==> config.mk <==
export PLATFORM = sky130hd
export DESIGN_NAME = iee_control
export DESIGN_NICKNAME = d
export VERILOG_FILES = /design/src/hw/rtl/assert_macros.svh /design/src/hw/rtl/iee_pkg.sv /design/src/hw/rtl/iee_control.sv
export SDC_FILE = /design/constraint.sdc
export NUM_CORES = 1
export LEC_CHECK = 0
export ABC_AREA = 1
export BUFFER_PORTS_ARGS = -buffer_cell sky130_fd_sc_hd__buf_2
export CORE_MARGIN = 5
export CORE_UTILIZATION = 48
export CTS_CLUSTER_SIZE = 10
export DETAILED_ROUTE_END_ITERATION = 6
export PLACE_DENSITY = 0.9
export SKIP_CTS_REPAIR_TIMING = 1
export SLEW_MARGIN = 0
export SYNTH_ARGS = -nofsm -noshare
export SYNTH_HDL_FRONTEND = slang
export SYNTH_SLANG_ARGS = --single-unit
==> constraint.sdc <==
create_clock -name clk -period 4.4 [get_ports clk]
set_clock_uncertainty 0.1 [all_clocks]
set_input_delay 0 -clock clk [delete_from_list [all_inputs] [get_ports clk]]
set_output_delay 0 -clock clk [all_outputs]
set_load 0.02 [all_outputs]
==> src/hw/rtl/assert_macros.svh <==
// Assertion helpers, included by the top-level evaluator.
`ifndef ASSERT_MACROS_SVH
`define ASSERT_MACROS_SVH

// Property a must hold at every clock edge outside reset.
`define ASSERT_ALWAYS(label, clk, rst, a, msg) \
  label: assert property (@(posedge clk) disable iff (rst) (a)) else $error(msg);

// When a holds, b must hold on the following clock edge.
`define ASSERT_NEXT(label, clk, rst, a, b, msg) \
  label: assert property (@(posedge clk) disable iff (rst) (a) |=> (b)) else $error(msg);

`endif

==> src/hw/rtl/iee_pkg.sv <==
`default_nettype none

package iee_pkg;

  // Storage and number format.
  localparam int StackDepth   = 32;
  localparam int PtrW         = $clog2(StackDepth);
  localparam int CntW         = $clog2(StackDepth + 1);
  localparam int ValW         = 48;
  localparam int FracBits     = 16;
  localparam int TokW         = 4;
  localparam int OpW          = 3;
  localparam int StatW        = 3;

  // Token kinds.
  localparam logic [TokW-1:0] TOK_NUM   = 4'd0;
  localparam logic [TokW-1:0] TOK_PLUS  = 4'd1;
  localparam logic [TokW-1:0] TOK_MINUS = 4'd2;
  localparam logic [TokW-1:0] TOK_TIMES = 4'd3;
  localparam logic [TokW-1:0] TOK_DIV   = 4'd4;
  localparam logic [TokW-1:0] TOK_MOD   = 4'd5;
  localparam logic [TokW-1:0] TOK_OPEN  = 4'd6;
  localparam logic [TokW-1:0] TOK_CLOSE = 4'd7;
  localparam logic [TokW-1:0] TOK_END   = 4'd8;

  // Operator stack codes.
  localparam logic [OpW-1:0] OP_PLUS  = 3'd1;
  localparam logic [OpW-1:0] OP_MINUS = 3'd2;
  localparam logic [OpW-1:0] OP_TIMES = 3'd3;
  localparam logic [OpW-1:0] OP_DIV   = 3'd4;
  localparam logic [OpW-1:0] OP_MOD   = 3'd5;
  localparam logic [OpW-1:0] OP_OPEN  = 3'd6;

  // Status codes.
  localparam logic [StatW-1:0] ST_OK       = 3'd0;
  localparam logic [StatW-1:0] ST_DIV_ZERO = 3'd1;
  localparam logic [StatW-1:0] ST_MISSING  = 3'd2;
  localparam logic [StatW-1:0] ST_EMPTY    = 3'd3;
  localparam logic [StatW-1:0] ST_OVERFLOW = 3'd4;

  // Commands from the controller to the datapath.
  typedef enum logic [3:0] {
    CMD_NONE,
    CMD_PUSH_NUM,
    CMD_PUSH_OP,
    CMD_POP_OP,
    CMD_READ_TOP,
    CMD_READ_R,
    CMD_READ_L,
    CMD_ARITH,
    CMD_START_DIV,
    CMD_FINISH_DIV,
    CMD_CLEAR
  } cmd_e_t;

  typedef struct packed {
    cmd_e_t          cmd;
    logic [OpW-1:0]  op;
    logic            set_err;
    logic [StatW-1:0] err_code;
  } dp_cmd_t;

  typedef struct packed {
    logic [CntW-1:0] val_cnt;
    logic [CntW-1:0] op_cnt;
    logic [OpW-1:0]  top_op;
    logic            div_done;
    logic            div_zero;
  } dp_stat_t;

  // Binding strength of an operator code.
  function automatic logic [1:0] prec(input logic [OpW-1:0] op);
    logic [1:0] p;
    p = 2'd0;
    if (op == OP_PLUS || op == OP_MINUS) p = 2'd1;
    else if (op == OP_TIMES || op == OP_DIV || op == OP_MOD) p = 2'd2;
    return p;
  endfunction

endpackage

`default_nettype wire

==> src/hw/rtl/iee_control.sv <==
`default_nettype none

// Token sequencer: unwinds the operator stack and steps the datapath.
module iee_control (
  input  wire logic                       clk,
  input  wire logic                       rst,
  input  wire logic                       in_valid,
  output logic                            in_ready,
  input  wire logic [iee_pkg::TokW-1:0]   req_type,
  input  wire iee_pkg::dp_stat_t          stat,
  input  wire logic [iee_pkg::ValW-1:0]   top_val,
  input  wire logic [iee_pkg::StatW-1:0]  err,
  output iee_pkg::dp_cmd_t                cmd,
  output logic                            out_valid,
  input  wire logic                       out_ready,
  output logic [iee_pkg::ValW-1:0]        result_value,
  output logic [iee_pkg::StatW-1:0]       status
);

  typedef enum logic [3:0] {
    S_IDLE, S_SETTLE, S_CHECK, S_POPR, S_POPL, S_WAITL, S_EXEC,
    S_MUL, S_DIVW, S_PUSHOP, S_RESULT, S_OUT
  } state_t;

  state_t                  state;
  logic [iee_pkg::TokW-1:0] tok;
  logic [iee_pkg::OpW-1:0]  op;
  logic                     halted;
  iee_pkg::dp_cmd_t         idle_cmd;

  assign in_ready = (state == S_IDLE) && !out_valid;

  // Command that leaves the datapath alone.
  assign idle_cmd = '{iee_pkg::CMD_NONE, op, 1'b0, iee_pkg::ST_OK};

  // Whether the top operator should be applied now, or an open dropped at the end token.
  logic unwind;
  logic drop_open;
  always_comb begin
    unwind    = 1'b0;
    drop_open = 1'b0;
    if (stat.op_cnt != '0) begin
      if (tok == iee_pkg::TOK_END) begin
        unwind    = stat.top_op != iee_pkg::OP_OPEN;
        drop_open = stat.top_op == iee_pkg::OP_OPEN;
      end else if (stat.top_op != iee_pkg::OP_OPEN) begin
        unwind = (tok == iee_pkg::TOK_CLOSE) ||
                 (iee_pkg::prec(stat.top_op) >= iee_pkg::prec(tok[iee_pkg::OpW-1:0]));
      end
    end
  end

  always_ff @(posedge clk) begin
    if (rst) begin
      state     <= S_IDLE;
      out_valid <= 1'b0;
      halted    <= 1'b0;
      cmd       <= '{iee_pkg::CMD_NONE, '0, 1'b0, iee_pkg::ST_OK};
    end else begin
      if (out_valid && out_ready) out_valid <= 1'b0;
      unique case (state)
        S_IDLE: begin
          if (in_valid && in_ready) begin
            tok <= req_type;
            if (req_type == iee_pkg::TOK_NUM) begin
              cmd <= '{iee_pkg::CMD_PUSH_NUM, op, 1'b0, iee_pkg::ST_OK};
            end else if (req_type == iee_pkg::TOK_OPEN) begin
              cmd <= '{iee_pkg::CMD_PUSH_OP, iee_pkg::OP_OPEN, 1'b0, iee_pkg::ST_OK};
            end else begin
              cmd <= idle_cmd;
              if (req_type >= iee_pkg::TOK_PLUS && req_type <= iee_pkg::TOK_END) begin
                state <= S_SETTLE;
              end
            end
          end else begin
            cmd <= idle_cmd;
          end
        end
        // S_SETTLE waits while the counts and then the registered stack tops follow a pop.
        S_SETTLE: begin
          cmd    <= idle_cmd;
          halted <= !halted;
          if (halted) state <= S_CHECK;
        end
        S_CHECK: begin
          if (unwind) begin
            op <= stat.top_op;
            if (stat.val_cnt < iee_pkg::CntW'(2)) begin
              cmd <= '{iee_pkg::CMD_POP_OP, stat.top_op, 1'b1, iee_pkg::ST_MISSING};
              state <= S_SETTLE;
            end else begin
              cmd <= '{iee_pkg::CMD_READ_R, stat.top_op, 1'b0, iee_pkg::ST_OK};
              state <= S_POPR;
            end
          end else if (drop_open) begin
            cmd   <= '{iee_pkg::CMD_POP_OP, op, 1'b0, iee_pkg::ST_OK};
            state <= S_SETTLE;
          end else if (tok == iee_pkg::TOK_CLOSE) begin
            if (stat.op_cnt != '0) begin
              cmd <= '{iee_pkg::CMD_POP_OP, op, 1'b0, iee_pkg::ST_OK};
            end else begin
              cmd <= idle_cmd;
            end
            state <= S_IDLE;
          end else if (tok == iee_pkg::TOK_END) begin
            cmd   <= idle_cmd;
            state <= S_RESULT;
          end else begin
            cmd <= '{iee_pkg::CMD_PUSH_OP, tok[iee_pkg::OpW-1:0], 1'b0, iee_pkg::ST_OK};
            state <= S_IDLE;
          end
        end
        // S_POPR waits while the registered read data for the left operand follows the pop.
        S_POPR: begin
          cmd   <= idle_cmd;
          state <= S_POPL;
        end
        S_POPL: begin
          cmd <= '{iee_pkg::CMD_READ_L, op, 1'b0, iee_pkg::ST_OK};
          state <= S_WAITL;
        end
        S_WAITL: begin
          cmd   <= idle_cmd;
          state <= S_EXEC;
        end
        S_EXEC: begin
          if (op == iee_pkg::OP_DIV || op == iee_pkg::OP_MOD) begin
            if (stat.div_zero) begin
              cmd <= '{iee_pkg::CMD_POP_OP, op, 1'b1, iee_pkg::ST_DIV_ZERO};
              state <= S_SETTLE;
            end else begin
              cmd   <= '{iee_pkg::CMD_START_DIV, op, 1'b0, iee_pkg::ST_OK};
              state <= S_DIVW;
            end
          end else begin
            cmd   <= idle_cmd;
            state <= S_MUL;
          end
        end
        // Partial products are registered; push the result and pop the operator.
        S_MUL: begin
          halted <= !halted;
          if (halted) begin
            cmd   <= '{iee_pkg::CMD_ARITH, op, 1'b0, iee_pkg::ST_OK};
            state <= S_PUSHOP;
          end else begin
            cmd <= idle_cmd;
          end
        end
        S_DIVW: begin
          if (stat.div_done) begin
            cmd   <= '{iee_pkg::CMD_FINISH_DIV, op, 1'b0, iee_pkg::ST_OK};
            state <= S_PUSHOP;
          end else begin
            cmd <= idle_cmd;
          end
        end
        S_PUSHOP: begin
          cmd   <= '{iee_pkg::CMD_POP_OP, op, 1'b0, iee_pkg::ST_OK};
          state <= S_SETTLE;
        end
        S_RESULT: begin
          out_valid <= 1'b1;
          if (err != iee_pkg::ST_OK) begin
            status       <= err;
            result_value <= '0;
          end else if (stat.val_cnt == '0) begin
            status       <= iee_pkg::ST_EMPTY;
            result_value <= '0;
          end else begin
            status       <= iee_pkg::ST_OK;
            result_value <= top_val;
          end
          cmd   <= '{iee_pkg::CMD_CLEAR, op, 1'b0, iee_pkg::ST_OK};
          state <= S_OUT;
        end
        S_OUT: begin
          cmd   <= idle_cmd;
          state <= S_IDLE;
        end
        default: begin
          cmd   <= idle_cmd;
          state <= S_IDLE;
        end
      endcase
    end
  end

endmodule

`default_nettype wire

==> out/results.ini, run 1 <==
[clocking]
ctsHtreeMaxLevel = 3
cts_buffers = 9
cts_tree = yes
cts_root_buffer = clkbuf_8
clkSinkCount = 74
clkLatencyLatePin_ps = 340
clockBufferDepth = 2
clkSlewWorstSetupHoldPaths_ps = 80

[logic_synthesis]
synthFlopType = edfxtp_1
synth_cell_types = 33
synth_most_common_cell = nor2_1
avgSynthCellArea_um2 = 9.19
synth.top_cell.area_share_pct = 51.2
yosysSeqAreaShare_pct = 60.6
async_flop_share_pct = 0
netlist_top_cells_area = edfxtp_1 (51%), dfxtp_1 (9.4%), nor2_1 (8.9%)
synth_area_um2 = 3400
synth.cells.most_frequent = nor2_1 (81), inv_1 (76), edfxtp_1 (58), nand2_1 (48), nand3_1 (18)
yosys.area.top_type = edfxtp_1
synth_edf_count = 58
synth_warnings = 0
synth_nets = 448
synth_cells = 370
synth_seq_cells = 74

[finish]
antenna_cells = 0
drive_gt1_share_pct = 30.2
area_growth_pct = 48.2
nNetsFinal = 656
fin_area_um2 = 5040
num-fill-cells = 428

[place]
placed_area_um2 = 4170
dp_slack_ps = 1790
gp_congestion = 0.913
port-buffer-count = 138
dp_hpwl_um = 6670

[pwr]
power.density_nw_per_um2 = 324
vdd_drop_max_uv = 219
power.leakage_uw = 0.00247

[critical_path]
cpMaxStageDelayCell = nor2_4
crit_family = simple AND/OR/NAND/NOR gates
cp.depth = 7
ff2ff_path_depth = 7
crit_fanout = 43
cp_num_buf_inv = 3
critPathKind = reg -> reg
arrival_ps = 2550
cp_cell_sequence = inv_2 -> nor2_1 -> nand2_1 -> nor2_1 -> inv_1 -> nor2_4 -> buf_4
cp-start-kind = register
crit_required_ps = 4340
end_kind = register
cpMostUsedCell = nor2_1
reg2reg_slack_ps = 1790
cpPeakStageDelay_ps = 850

[timing]
tns_ps = 0
fin_crit_ps = 2610
hold_viol_final = 0
setup_ws_ps = 1790
rsz0062_at_grt = false
max_freq_mhz = 383
tightest_slew_ps = 1120
final_max_slew_viol_count = 0
slew_headroom_pct = 25.3
setup_viol = 0
post-route-period-util_pct = 59.4

[detailed_routing]
antenna_left = 0
drtPass1Iterations = 4
dr_total_vias = 3332
routedWlPerCell_um = 15.3
avgViaCountPerCell = 4.91
wl_um = 10400
drcViolationCount = 0
drt_iter0_drc = 166

[global_routing]
grt_pass1_vias = 2864
grt_max_degree = 49
grt_usage_pct = 18.6
antenna_found_initial = 0
overflow = 0
grt_pass1_wl_um = 12700

[floorplanning]
start_util_pct = 49.8
row_count = 30
die_h_um = 94.2
fp.dieW_um = 94.2
core-area_um2 = 6830
dieArea_um2 = 8870
ios = 140

[hold_path]
whs_path_depth = 3
hold_path.class = in -> reg

[run]
maxCapViolations = 0

[status]
status = finished clean

[report_power, final]
group          leakage (uW)  total [uW]  switching [uW]  internal (uW)
logic               0.00170         317             178            138
registers          0.000664         792            24.5            768
clock network     0.0000998         525             259            266
[path summary, 6_finish.rpt]
check	from	end
setup / recovery	state[3]	result_value[0]
hold / removal	stat[11]	status[1]
setup reg to reg	state[3]	result_value[0]
hold reg to reg	halted	halted
[worst reg2reg max path, stage by stage (launching register included)]
cell	delay [ps]
dfxtp_1	410
inv_2	90
nor2_1	160
nand2_1	110
nor2_1	140
inv_1	120
nor2_4	850
buf_4	350
[layer usage]
layer | vias up | GRT usage (%) | wire, um
met5 | - | 0 | 0
met4 | 0 | 7.82 | 285
met2 | 180 | 33.9 | 5290
met1 | 1535 | 19.7 | 3910
met3 | 32 | 5.53 | 902
li1 | 1585 | - | -
[cell type report]
type / count / area (um2) / area share (%)
clock buffers: 9 / 124 / 2.46
multi-input cells: 204 / 972 / 19.3
well taps: 96 / 120 / 2.38
clock inverters: 7 / 77.6 / 1.54
inverters: 82 / 308 / 6.11
flip-flops and latches: 74 / 2060 / 40.9
repair buffers: 207 / 1380 / 27.3
[cells in the final DEF, fill, tap and decap left out, drive strengths merged]
cell type,instances
buf,140
nor2,85
inv,83
dlygate4sd3,67
edfxtp,58
nand2,52
nand3,18
dfxtp,16
a21oi,13
nor3,10
clkbuf,9
nand4,4
clkinv,4
o21ai,3
a22oi,3
nor4,3
o31ai,2
o211ai,2
ha,2
or2,1
o41ai,1
a21boi,1
and3,1
a41oi,1
o22ai,1
conb,1
clkinvlp,1
bufinv,1
[cell families after synthesis]
| logic type | after synthesis | share of synthesized area, % |
|---|---|---|
| adders and majority gates | 2 | 0.736 |
| other | 1 | 0.110 |
| buffers and inverters | 92 | 11.0 |
| and+or+nand+nor | 174 | 22.5 |
| AOI/OAI and AO/OA | 27 | 5.04 |
| DFF | 74 | 60.6 |
[through the flow]
stage,total power [uW],cells,utilization (%),hold slack (ps)
global route,1720,679,73.8,7.97
global placement,1060,596,61.0,107
detailed placement,1070,596,61.0,110
floorplan,989,370,-,-1.13
finish,1630,679,73.8,0.925
CTS,1590,612,64.0,-256
[registers in the layout (all words and copies together) (netlist names)]
register,cells
tok,4
halted,1
out_valid,1
result_value,48
status,3
op,3
cmd,10
state,4
(Power assumes the default switching activity.)
==> run 2: changes to the inputs <==
Clock period 4.4 ns to 2.65 ns, I/O delays scaled along.
==> run 2 against run 1 <==
Against the previous run:
- the flow now finishes with violations (hold timing)
- non-clock buffer count up 1
- worst hold slack got worse by 5.0 ps
- design area rose by 0.27%
- critical path depth is 1 higher
- sequential share of layout area is 0.11 points lower
- final cell count grew 0.15%
- total power up 66%
- flip-flop and latch count unchanged
- clock power up 64%
- combinational power up 66%
- clock-buffer cell count increased by 1
- largest cell class unchanged
- highest routed layer unchanged
==> out/results.ini, run 2 (synthesized netlist as in run 1, its figures left out) <==
[status]
status = finished, violations left
violations = hold timing

[finish]
num-fill-cells = 442  ; +3.3%
regMostFlops = result_value
area_growth_pct = 48.6
fin_area_um2 = 5050  ; +0.27%
nNetsFinal = 657  ; +0.15%
drive_gt1_share_pct = 29.8  ; -0.39 points
largest_register_ffs = 48  ; unchanged
layout_commonest_cell = buf_2
layout_common_cells = buf_2 (138), nor2_1 (80), inv_1 (76), dlygate4sd3_1 (68), edfxtp_1 (58)
antenna_cells = 0  ; unchanged
reg_top3 = result_value (48), cmd (10)

[critical_path]
cpPeakStageDelay_ps = 610  ; -240 ps
critPathLaunch = stat[14]
reg2reg_slack_ps = 570  ; -1220 ps
cp_num_buf_inv = 4  ; +1
ff2ff_path_depth = 7  ; unchanged
crit_fanout = 5  ; -88%
reg2reg_to = cmd[10]
cp_cell_sequence = dlygate4sd3_1 -> buf_2 -> nor3_1 -> dlygate4sd3_1 -> nand2_1 -> or2_1 -> o31ai_1 -> dlygate4sd3_1
end_kind = register
r2r_start = state[1]
cp-start-kind = input port
crit_family = buffers and inverters
cpMostUsedCell = dlygate4sd3_1
crit_required_ps = 2760  ; -1580 ps
arrival_ps = 2660  ; +110 ps
cpMaxStageDelayCell = dlygate4sd3_1
critPathKind = in -> reg

[floorplanning]
dieArea_um2 = 8870  ; unchanged
die_h_um = 94.2  ; unchanged
start_util_pct = 49.8  ; unchanged
ios = 140  ; unchanged
row_count = 30  ; unchanged
core-area_um2 = 6830  ; unchanged
fp.dieW_um = 94.2  ; unchanged

[pwr]
vdd_drop_max_uv = 470  ; +110%
power.density_nw_per_um2 = 536  ; +65%
p_total_uw = 2710  ; +66%
power.leakage_uw = 0.00248  ; +0.33%

[global_routing]
overflow = 0  ; unchanged
grt_pass1_vias = 2790  ; -2.6%
antenna_found_initial = 0  ; unchanged
grt_usage_pct = 18.2  ; -0.33 points
grt_max_degree = 52  ; +6.1%
grt_pass1_wl_um = 12600  ; -1.2%

[detailed_routing]
antenna_left = 0  ; unchanged
dr_total_vias = 3305  ; -0.81%
drt_iter0_drc = 142  ; -14%
drcViolationCount = 0  ; unchanged
drtPass1Iterations = 5  ; +1
avgViaCountPerCell = 4.86  ; -0.96%
wl_um = 10300  ; -1.2%
routedWlPerCell_um = 15.1  ; -1.3%

[timing]
tns_ps = 0  ; unchanged
tightest_slew_ps = 779  ; -339 ps
setup_viol = 0  ; unchanged
hold_viol_final = 1  ; +1
rsz0062_at_grt = false
max_freq_mhz = 392
final_max_slew_viol_count = 0  ; unchanged
post-route-period-util_pct = 96.2
fin_crit_ps = 2550
slew_headroom_pct = 47.6  ; +22 points
hold_ws_ps = -4.04  ; -4.97 ps

[place]
placed_area_um2 = 4180  ; +0.30%
gp_congestion = 0.972  ; +6.4%
dp_hpwl_um = 6420  ; -3.8%
port-buffer-count = 138  ; unchanged

[clocking]
cts_buffers = 9  ; unchanged
clockBufferDepth = 2  ; unchanged
cts_tree = yes
cts_root_buffer = clkbuf_8
clkLatencyLatePin_ps = 340  ; about the same
clkSinkCount = 74  ; unchanged
clkSlewWorstSetupHoldPaths_ps = 80  ; about the same
ctsHtreeMaxLevel = 3  ; unchanged

[hold_path]
hold_path.class = in -> reg
holdCritStartpoint = stat[16]
whs_path_depth = 4  ; +1
min_to = cmd[3]

[run]
maxCapViolations = 0  ; unchanged

## run 2: cell count changes in the layout (fill, tap and decap cells not counted), sizes merged
cell and delta:
clkinvlp -1, clkbuf +1, dlygate4sd3 +1
## run 2: per-layer routing
metal	wire [um]	track usage, %	vias up
met3	789	4.49	28
met1	3850	20.7	1527
met2	5360	32.7	161
met5	0	0	-
met4	270	7.10	0
li1	-	-	1589
## run 2: through the flow
stage | worst slack, ps | std cells | utilization, %
3_3_place_gp | 730 | 596 | 61.2
6_report | 102 | 680 | 74.0
3_5_place_dp | 667 | 596 | 61.2
5_1_grt | 2.13 | 680 | 74.0
2_1_floorplan | 478 | 370 | -
4_1_cts | 640 | 612 | 64.0
## run 2: final cells by class
| cell class | instances | area, um2 | share of cell area [%] |
|---|---|---|---|
| clock inverters | 6 | 65.1 | 1.29 |
| flip-flops and latches | 74 | 2060 | 40.8 |
| repair buffers | 208 | 1400 | 27.7 |
| well taps | 96 | 120 | 2.38 |
| multi-input cells | 204 | 972 | 19.2 |
| inverters | 82 | 308 | 6.09 |
| clock buffers | 10 | 128 | 2.53 |
## run 2: how the worst max path moves through the flow
stage | end | slack [ps] | depth (start not counted)
CTS | op[0] | 640 | 11
finish | status[1] | 100 | 8
detailed placement | op[1] | 670 | 11
floorplan | result_value[0] | 480 | 6
global route | status[1] | 2 | 8
global placement | op[1] | 730 | 11
## run 2: worst min-delay path, cell delays in order
cell	delay (ps)
buf_2	80
nor2_1	30
nand2_1	150
o22ai_1	120
## run 2: report_power, final
part           switching (uW)  leakage [uW]  internal [uW]
Sequential               41.7      0.000664           1270
Combinational             298       0.00171            229
Clock                     426     0.0000983            437
==> run 3: changes to the inputs <==
Settings changed: CORE_ASPECT_RATIO from default to 1.25.
==> run 3 against run 2 <==
Against the previous run:
- the run now ends clean
- largest cell class unchanged
- non-clock buffer count down 4
- combinational power about the same
- total power decreased by 0.59%
- clock-buffer cell count unchanged
- first-iteration DRC count is 26% higher
- utilization down 1.7 points
- sequential power about the same
==> out/results.ini, run 3 (synthesized netlist as in run 1, its figures left out) <==
[status]
status = finished clean

[timing]
setup_viol = 0  ; unchanged
tightest_slew_ps = 770  ; -9.36 ps
max_freq_mhz = 483  ; +23%
rsz0062_at_grt = false
post-route-period-util_pct = 78.1  ; -18 points
tns_ps = 0  ; unchanged
hold_viol_final = 0  ; -1
setup_ws_ps = 580  ; +478 ps
final_max_slew_viol_count = 0  ; unchanged
slew_headroom_pct = 48.2  ; +0.63 points
fin_crit_ps = 2070  ; -478 ps

[finish]
final-seq-area_um2 = 2060  ; unchanged
antenna_cells = 0  ; unchanged
layout_common_cells = buf_2 (138), nor2_1 (80), inv_1 (76), dlygate4sd3_1 (64), edfxtp_1 (58)
num-fill-cells = 472  ; +6.8%
multiInputGateArea_um2 = 972  ; unchanged
layout_commonest_cell = buf_2
largest_register_ffs = 48  ; unchanged
area_growth_pct = 47.3
fin_area_um2 = 5010  ; -0.89%
drive_gt1_share_pct = 30.2  ; +0.38 points
regMostFlops = result_value
reg_top3 = result_value (48), cmd (10)
nNetsFinal = 653  ; -0.61%

[place]
dp_hpwl_um = 6410  ; -0.13%
port-buffer-count = 138  ; unchanged
placed_area_um2 = 4170  ; -0.18%
gp_congestion = 0.904  ; -7.0%
dp_slack_ps = 636  ; -30.8 ps

[critical_path]
crit_required_ps = 2600  ; -160 ps
cp-start-kind = register
critPathKind = reg -> reg
cpPeakStageDelay_ps = 460  ; -150 ps
crit_fanout = 7  ; +2
end_kind = register
cpMaxStageDelayCell = edfxtp_1
arrival_ps = 2020  ; -640 ps
cp_cell_sequence = nor2_1 -> nor2_1 -> ha_1 -> inv_1 -> nand2_1 -> a21oi_1 -> nand2_1 -> nand2_2 -> inv_2 -> nand3_1 -> inv_1

[pwr]
p_total_uw = 2690  ; -0.59%
vdd_drop_max_uv = 478  ; +1.7%
power.leakage_uw = 0.00245  ; -0.99%
power.density_nw_per_um2 = 537  ; +0.30%

[hold_path]
hold_path.class = in -> reg

[clocking]
cts_tree = yes
clkSlewWorstSetupHoldPaths_ps = 80  ; about the same
ctsHtreeMaxLevel = 3  ; unchanged
clockBufferDepth = 2  ; unchanged
clkSinkCount = 74  ; unchanged
cts_buffers = 9  ; unchanged
clkLatencyLatePin_ps = 330  ; about the same
cts_root_buffer = clkbuf_8

[detailed_routing]
avgViaCountPerCell = 4.92  ; +1.2%
routedWlPerCell_um = 15.2  ; +0.72%
dr_total_vias = 3296  ; -0.27%
wl_um = 10200  ; -0.76%
drt_iter0_drc = 179  ; +26%
antenna_left = 0  ; unchanged
drtPass1Iterations = 4  ; -1
drcViolationCount = 0  ; unchanged

[global_routing]
antenna_found_initial = 0  ; unchanged
grt_usage_pct = 18.5  ; +0.22 points
grt_pass1_wl_um = 13200  ; +5.4%
overflow = 0  ; unchanged
grt_pass1_vias = 2890  ; +3.6%
grt_max_degree = 52  ; unchanged

[floorplanning]
ios = 140  ; unchanged
fp.dieW_um = 85.3  ; -9.4%
row_count = 34  ; +13%
dieArea_um2 = 8880  ; +0.12%
core-area_um2 = 6930  ; +1.5%
start_util_pct = 49.0  ; -0.74 points
die_h_um = 104  ; +11%

[run]
maxCapViolations = 0  ; unchanged

[run 3: power by group]
group	switching, uW	internal [uW]	total, uW
clock network	411	438	849
registers	39.7	1270	1310
logic	300	227	527
[run 3: layout make-up]
class | count | share of cell area [%]
Multi-Input combinational cell | 204 | 19.4
Clock buffer | 10 | 2.55
Clock inverter | 6 | 1.35
Timing Repair Buffer | 204 | 27.1
Tap cell | 90 | 2.25
Sequential cell | 74 | 41.2
Inverter | 82 | 6.15
[run 3: per-layer routing]
layer	vias up	global-route usage (%)	wire (um)
met5	-	0	0
met4	0	5.20	155
met3	15	5.47	895
met2	176	31.2	5130
met1	1523	22.7	4010
li1	1582	-	-
[run 3: path summary, 6_finish.rpt]
check	end	slack [ps]	depth (start not counted)	startpoint
worst max-delay path	op[1]	580	11	tok[0]
worst min-delay path	cmd[1]	7	4	stat[16]
worst min register to register	halted	430	2	halted
worst max register to register	op[1]	580	11	tok[0]
[run 3: critical path, delay by kind of cell (launching register included)]
kind | cells | cell delay [ps]
compound gates | 1 | 60
fa+ha+maj | 1 | 270
buf+inv | 3 | 270
flops | 1 | 460
simple gates | 6 | 610
[run 3: through the flow]
step / hold slack [ps] / util [%] / instances
2_1_floorplan: -1.13 / - / 370
4_1_cts: -241 / 63.0 / 606
3_3_place_gp: 107 / 60.2 / 590
3_5_place_dp: 112 / 60.2 / 590
6_report: 6.95 / 72.2 / 670
5_1_grt: 32.0 / 72.2 / 670
